**src/design/wra_pkg.sv**
```systemverilog
// ----------------------------------------------------------------------------
// Wrapping register ALU package
// Operation codes, sequencer states, widths and the result wrap function.
// ----------------------------------------------------------------------------
`default_nettype none

package wra_pkg;

  localparam int unsigned AccW     = 32;
  localparam int unsigned WidthW   = 6;
  localparam int unsigned MaxWidth = 32;
  localparam int unsigned CntW     = $clog2(AccW);
  localparam int unsigned AddW     = AccW + 2;
  localparam int unsigned ShW      = $clog2(AccW);

  typedef enum logic [2:0] {
    MODE_LOAD = 3'd0,
    MODE_ADD  = 3'd1,
    MODE_SUB  = 3'd2,
    MODE_MUL  = 3'd3,
    MODE_DIV  = 3'd4,
    MODE_MOD  = 3'd5,
    MODE_MIN  = 3'd6,
    MODE_MAX  = 3'd7
  } mode_e;

  typedef enum logic [5:0] {
    ST_IDLE = 6'b000001,
    ST_EXEC = 6'b000010,
    ST_ABSB = 6'b000100,
    ST_ITER = 6'b001000,
    ST_FIX  = 6'b010000,
    ST_OUT  = 6'b100000
  } state_e;

  // Clamp width to 1..min(MaxWidth, AccW), then wrap and sign extend.
  function automatic logic [AccW-1:0] wrap_value(input logic [AccW-1:0] value,
                                                 input logic [WidthW-1:0] width);
    logic [WidthW-1:0] w;
    logic [ShW-1:0]    sh;
    logic [AccW-1:0]   up;
    w = width;
    if (w == '0) begin
      w = WidthW'(1);
    end
    if (w > WidthW'((MaxWidth < AccW) ? MaxWidth : AccW)) begin
      w = WidthW'((MaxWidth < AccW) ? MaxWidth : AccW);
    end
    sh = ShW'(WidthW'(AccW) - w);
    up = value << sh;
    return AccW'($signed(up) >>> sh);
  endfunction

endpackage

`default_nettype wire

```
**src/design/wrapping_register_alu_core.sv**
```systemverilog
// ----------------------------------------------------------------------------
// Wrapping register ALU core
// Signed accumulator with load/add/sub/mul/div/mod/min/max, wrapped to a
// programmable register width.
// ----------------------------------------------------------------------------
// One item is worked at a time on a single shared 34-bit adder/subtractor
// driven by a small sequencer; in_ready_o is low while an item is in flight.
// Load, add, sub, min, max and any div or mod by zero pass through an execute
// state and an output state; mul iterates one shift-add step per operand bit;
// div and mod remove the signs, run one restoring step per bit, then fix the
// signs. The output state waits while a previous result is still held on the
// output. The user is to write reg_width only while idle; the block itself
// does not enforce it. 0 acts as 1 and values above 32 act as 32.
`default_nettype none

module wrapping_register_alu_core (
  input  wire                        clk_i,
  input  wire                        rst_ni,
  input  wire                        cfg_we_i,
  input  wire [wra_pkg::WidthW-1:0]  cfg_wdata_i,
  input  wire                        in_valid_i,
  output logic                       in_ready_o,
  input  wire [2:0]                  mode_i,
  input  wire signed [31:0]          operand_i,
  output logic                       out_valid_o,
  input  wire                        out_ready_i,
  output logic signed [31:0]         result_value_o
);
  import wra_pkg::*;

  state_e              state_q, state_d;
  mode_e               mode_q;
  logic [WidthW-1:0]   reg_width_q;
  logic [AccW-1:0]     acc_q;
  logic [AccW-1:0]     a_q, a_d;
  logic [AccW-1:0]     b_q, b_d;
  logic [AccW-1:0]     res_q, res_d;
  logic [AccW-1:0]     quo_q, quo_d;
  logic [CntW-1:0]     cnt_q, cnt_d;
  logic                a_neg_q, b_neg_q;
  logic                out_valid_q;
  logic [AccW-1:0]     out_value_q;
  logic                in_fire, out_free;

  logic [AddW-1:0]     add_x, add_y, add_sum;
  logic                add_sub;
  logic [AddW-1:0]     sa, sb;

  assign in_ready_o     = (state_q == ST_IDLE);
  assign in_fire        = in_valid_i && in_ready_o;
  assign out_free       = !out_valid_q || out_ready_i;
  assign out_valid_o    = out_valid_q;
  assign result_value_o = out_value_q;

  assign sa = {{2{a_q[AccW-1]}}, a_q};
  assign sb = {{2{b_q[AccW-1]}}, b_q};

  // Shared adder/subtractor.
  always_comb begin
    add_x   = '0;
    add_y   = '0;
    add_sub = 1'b0;
    case (state_q)
      ST_EXEC: begin
        case (mode_q)
          MODE_LOAD: add_y = sb;
          MODE_ADD: begin
            add_x = sa;
            add_y = sb;
          end
          MODE_SUB, MODE_MIN, MODE_MAX: begin
            add_x   = sa;
            add_y   = sb;
            add_sub = 1'b1;
          end
          MODE_DIV, MODE_MOD: begin
            add_y   = {2'b00, a_q};
            add_sub = a_neg_q;
          end
          default: ;
        endcase
      end
      ST_ABSB: begin
        add_y   = {2'b00, b_q};
        add_sub = b_neg_q;
      end
      ST_ITER: begin
        if (mode_q == MODE_MUL) begin
          add_x = {2'b00, res_q};
          add_y = b_q[0] ? {2'b00, a_q} : '0;
        end else begin
          add_x   = {1'b0, res_q, quo_q[AccW-1]};
          add_y   = {2'b00, b_q};
          add_sub = 1'b1;
        end
      end
      ST_FIX: begin
        if (mode_q == MODE_DIV) begin
          add_y   = {2'b00, quo_q};
          add_sub = a_neg_q ^ b_neg_q;
        end else if (a_neg_q && (res_q != '0)) begin
          add_x   = {2'b00, b_q};
          add_y   = {2'b00, res_q};
          add_sub = 1'b1;
        end else begin
          add_x = {2'b00, res_q};
        end
      end
      default: ;
    endcase
    add_sum = add_x + (add_sub ? ~add_y : add_y) + AddW'(add_sub);
  end

  // Sequencer.
  always_comb begin
    state_d = state_q;
    a_d     = a_q;
    b_d     = b_q;
    res_d   = res_q;
    quo_d   = quo_q;
    cnt_d   = cnt_q;
    case (state_q)
      ST_IDLE: begin
        if (in_fire) begin
          a_d     = acc_q;
          b_d     = operand_i;
          state_d = ST_EXEC;
        end
      end
      ST_EXEC: begin
        res_d   = add_sum[AccW-1:0];
        state_d = ST_OUT;
        case (mode_q)
          MODE_MIN: res_d = add_sum[AddW-1] ? a_q : b_q;
          MODE_MAX: res_d = add_sum[AddW-1] ? b_q : a_q;
          MODE_MUL: begin
            res_d   = '0;
            cnt_d   = '0;
            state_d = ST_ITER;
          end
          MODE_DIV, MODE_MOD: begin
            res_d = '0;
            quo_d = add_sum[AccW-1:0];
            if (b_q != '0) begin
              state_d = ST_ABSB;
            end
          end
          default: ;
        endcase
      end
      ST_ABSB: begin
        b_d     = add_sum[AccW-1:0];
        cnt_d   = '0;
        state_d = ST_ITER;
      end
      ST_ITER: begin
        cnt_d = cnt_q + CntW'(1);
        if (mode_q == MODE_MUL) begin
          res_d = add_sum[AccW-1:0];
          a_d   = a_q << 1;
          b_d   = b_q >> 1;
        end else begin
          if (!add_sum[AddW-1]) begin
            res_d = add_sum[AccW-1:0];
          end else begin
            res_d = {res_q[AccW-2:0], quo_q[AccW-1]};
          end
          quo_d = {quo_q[AccW-2:0], !add_sum[AddW-1]};
        end
        if (cnt_q == CntW'(AccW - 1)) begin
          state_d = (mode_q == MODE_MUL) ? ST_OUT : ST_FIX;
        end
      end
      ST_FIX: begin
        res_d   = add_sum[AccW-1:0];
        state_d = ST_OUT;
      end
      ST_OUT: begin
        if (out_free) begin
          state_d = ST_IDLE;
        end
      end
      default: state_d = ST_IDLE;
    endcase
  end

  always_ff @(posedge clk_i or negedge rst_ni) begin
    if (!rst_ni) begin
      state_q     <= ST_IDLE;
      reg_width_q <= WidthW'(32);
      acc_q       <= '0;
      out_valid_q <= 1'b0;
      cnt_q       <= '0;
    end else begin
      state_q <= state_d;
      cnt_q   <= cnt_d;
      if (cfg_we_i) begin
        reg_width_q <= cfg_wdata_i;
      end
      if (state_q == ST_OUT && out_free) begin
        out_valid_q <= 1'b1;
        acc_q       <= wrap_value(res_q, reg_width_q);
      end else if (out_ready_i) begin
        out_valid_q <= 1'b0;
      end
    end
  end

  always_ff @(posedge clk_i) begin
    a_q   <= a_d;
    b_q   <= b_d;
    res_q <= res_d;
    quo_q <= quo_d;
    if (in_fire) begin
      mode_q  <= mode_e'(mode_i);
      a_neg_q <= acc_q[AccW-1];
      b_neg_q <= operand_i[AccW-1];
    end
    if (state_q == ST_OUT && out_free) begin
      out_value_q <= wrap_value(res_q, reg_width_q);
    end
  end

endmodule

`default_nettype wire

```
**config.mk**
```make
export PLATFORM = sky130hd
export DESIGN_NAME = wrapping_register_alu_core
export DESIGN_NICKNAME = d
export VERILOG_FILES = /design/src/design/wra_pkg.sv /design/src/design/wrapping_register_alu_core.sv
export SDC_FILE = /design/constraint.sdc
export NUM_CORES = 1
export LEC_CHECK = 0
export ABC_AREA = 1
export BUFFER_PORTS_ARGS = -buffer_cell sky130_fd_sc_hd__buf_2
export CAP_MARGIN = 10
export CELL_PAD_IN_SITES_DETAIL_PLACEMENT = 1
export CELL_PAD_IN_SITES_GLOBAL_PLACEMENT = 2
export CORE_MARGIN = 1
export CORE_UTILIZATION = 28
export CTS_CLUSTER_SIZE = 12
export DETAILED_ROUTE_END_ITERATION = 6
export PLACE_DENSITY = 0.71
export SYNTH_ARGS = -nofsm -noshare
export SYNTH_HDL_FRONTEND = slang
export SYNTH_SLANG_ARGS = --single-unit
```
**constraint.sdc**
```tcl
create_clock -name clk_i -period 12.74 [get_ports clk_i]
set_clock_uncertainty 0.1 [all_clocks]
set_input_delay 1.274 -clock clk_i [delete_from_list [all_inputs] [get_ports clk_i]]
set_output_delay 1.274 -clock clk_i [all_outputs]
set_load 0.005 [all_outputs]
```
==> flow_summary.ini <==
[setup_path]
worst-path-max-fanout = 139
cp.required_ns = 13.02
path_common_cell = buf_4
path_class = reg2reg
start_kind = register
cp_slowest_cell = buf_4
cp_slowest_stage_delay_ns = 0.73
end_kind = register
cp.arrival_ns = 7.72

[synth]
syn_nets = 2785
ys_warn_count = 0
synth_edf_count = 165
synth-async-reset-ratio_pct = 23.3
synth_area_leaders = edfxtp_1 27%, nand2_1 16%, nand3_1 12%
ys.flop_type = edfxtp_1
synth.cells.most_frequent = 789 x nand2_1, 459 x nand3_1, 205 x inv_1
syn_inst = 2703
syn_area_sq_mm = 0.0186
yosysTopAreaCell = edfxtp_1
synth.most_common_cell = nand2_1
synth_seq_cells = 215
yosysSeqAreaShare_pct = 33.4
synth_area_per_cell_sq_um = 6.89
synthDistinctLibCells = 61
yosysTopAreaCellShare_pct = 26.6

[route]
routed_wl_um = 92900
drcViolationCount = 0
drt-vias-per-instance = 5.75
final_antenna_net_count = 0
first_pass_iters = 5
drt-initial-drc-count = 2054
vias = 20600
wl_per_cell_um = 26.0

[global_route]
grt_max_degree = 140
overflow = 0
grt_util_all_layers_pct = 27.0
grt_pass1_wl_um = 137000
grt_antenna_before_repair = 4
grt_pass1_vias = 20600

[die]
core_region_area_sq_mm = 0.0657
start_util_pct = 28.3
pin_count = 80
dieWidth_um = 260
fp.dieH_um = 260
fp-row-count = 94
die_area_sq_mm = 0.0675

[cts]
post_cts_resized = 0
cts.sinks = 215
cts_setup_buffers = 0
h-tree-depth = 1
root_buffer = clkbuf_16
cts_tree = yes
clkSlewWorstSetupHoldPaths_ns = 0.07
cts_buffers = 30
insertion_delay_ns = 0.64
clock_path_buffers = 3
ctsHoldBuffers = 0

[sta]
tightest_slew_ns = 1.22
timing.final.hold_violations = 0
slew_viol_final = 0
setup_violations = 0
period_needed_ns = 7.44
rsz0062_at_grt = false
post-route-period-util_pct = 58.4
final.setup.tns_ns = 0
fmax_ghz = 0.134
slew_headroom_pct = 18.3

[placement]
gp_congestion = 0.940
postPlaceCellArea_sq_mm = 0.0197
dp_hpwl_um = 65400
io_buffer_count = 79

[power]
irDropWorstVdd_uv = 134
p_leak_nw = 8.99
powerDensity_mw_per_mm2 = 281

[worst_hold_path]
min_path_type = reg2reg

[final_layout]
antennaDiodeCount = 0
fin_util_pct = 31.4
layout.nets = 2768
layout-drive-gt1-share_pct = 9.19
fin_area_sq_mm = 0.0206
areaGrowthSynthToFinish_pct = 10.9

[run_status]
status = finished clean

[flow_run]
drv_cap = 0
logic make-up (layout without fill, tap and decap cells):
group	after synthesis	in the layout	synth area share (%)
AOI/OAI and AO/OA	509	509	17.4
DFF	215	215	33.4
muxes	2	2	0.121
xor gates and xnor gates	61	61	3.09
buffers and inverters	386	393	8.57
and+or+nand+nor	1494	1494	35.0
adders and majority gates	36	36	2.46
path summary, 6_finish.rpt:
check,startpoint,end,slack [ns],cells after the start
min in group asynchronous,rst_ni,reg_width_q[4],0.68,2
max in group asynchronous,rst_ni,acc_q[29],11.32,2
max,state_q[0],res_q[12],5.30,28
min reg2reg,acc_q[11],acc_q[11],0.38,2
max reg2reg,state_q[0],res_q[12],5.30,28
min,acc_q[11],acc_q[11],0.38,2
critical path: cells and delay by family, from the launching register on:
kind	cells	cell delay, ns
adders and majority gates	1	0.34
DFF	1	0.55
and+or+nand+nor	11	1.84
xor gates and xnor gates	1	0.18
AOI/OAI and AO/OA	7	1.46
buffers and inverters	8	2.54
cell type report:
class,instances,area [sq um]
fillers,8181,45100
multi-input cells,2102,10900
flip-flops and latches,215,6210
well taps,864,1080
inverters,221,837
clock buffers,33,762
repair buffers,116,686
clock inverters,23,160
through the flow:
stage / instances / hold WS [ns] / total power (W) / setup WS (ns)
global placement: 3518 / 0.363 / 0.00482 / 5.71
detailed placement: 3518 / 0.370 / 0.00489 / 5.47
global route: 3574 / 0.410 / 0.00613 / 4.82
finish: 3574 / 0.379 / 0.00580 / 5.30
floorplan: 2703 / 0.348 / 0.00361 / 8.35
CTS: 3574 / 0.387 / 0.00573 / 5.44
flip-flops by register name, summed over array words and instances, names as in the netlist, 3 cells and up:
signal,flops
result_value_o,32
a_q,32
mode_q,3
quo_q,32
state_q,6
cnt_q,5
acc_q,32
b_q,32
reg_width_q,6
res_q,32
layer usage:
metal / GRT usage, % / wire (um) / vias to the layer above / share of wire [%]
met4: 10.2 / 3710 / 4 / 4.0
met2: 42.3 / 40900 / 836 / 44
li1: - / - / 9309 / -
met5: 0 / 22 / - / 0.024
met1: 37.0 / 41800 / 10200 / 45
met3: 4.39 / 6490 / 183 / 7.0
power breakdown:
part	switching (W)	internal, W	total (W)	leakage [nW]
clock network	0.000381	0.000435	0.000816	0.435
logic	0.00259	0.000866	0.00345	6.37
registers	0.000315	0.00121	0.00153	2.19
placed cells by master (no fill, tap or decap), types with 11 or more instances in the layout:
cell       count
nand2_1      787
o211ai_1      62
nand4_1       20
nor3_1        16
o211ai_2      15
o21ai_0      158
buf_4         36
and2_1        16
nor4_1        11
a21oi_1      103
clkbuf_16     30
inv_1        203
nand3_1      459
nor2_1       138
ha_1          34
buf_2         79
edfxtp_1     165
nand2_2       14
o22ai_1       40
clkinv_1      12
dfrtp_1       48
o221ai_1      48
inv_2         14
xor2_1        49
No activity file was read; power rests on OpenSTA's default activity.
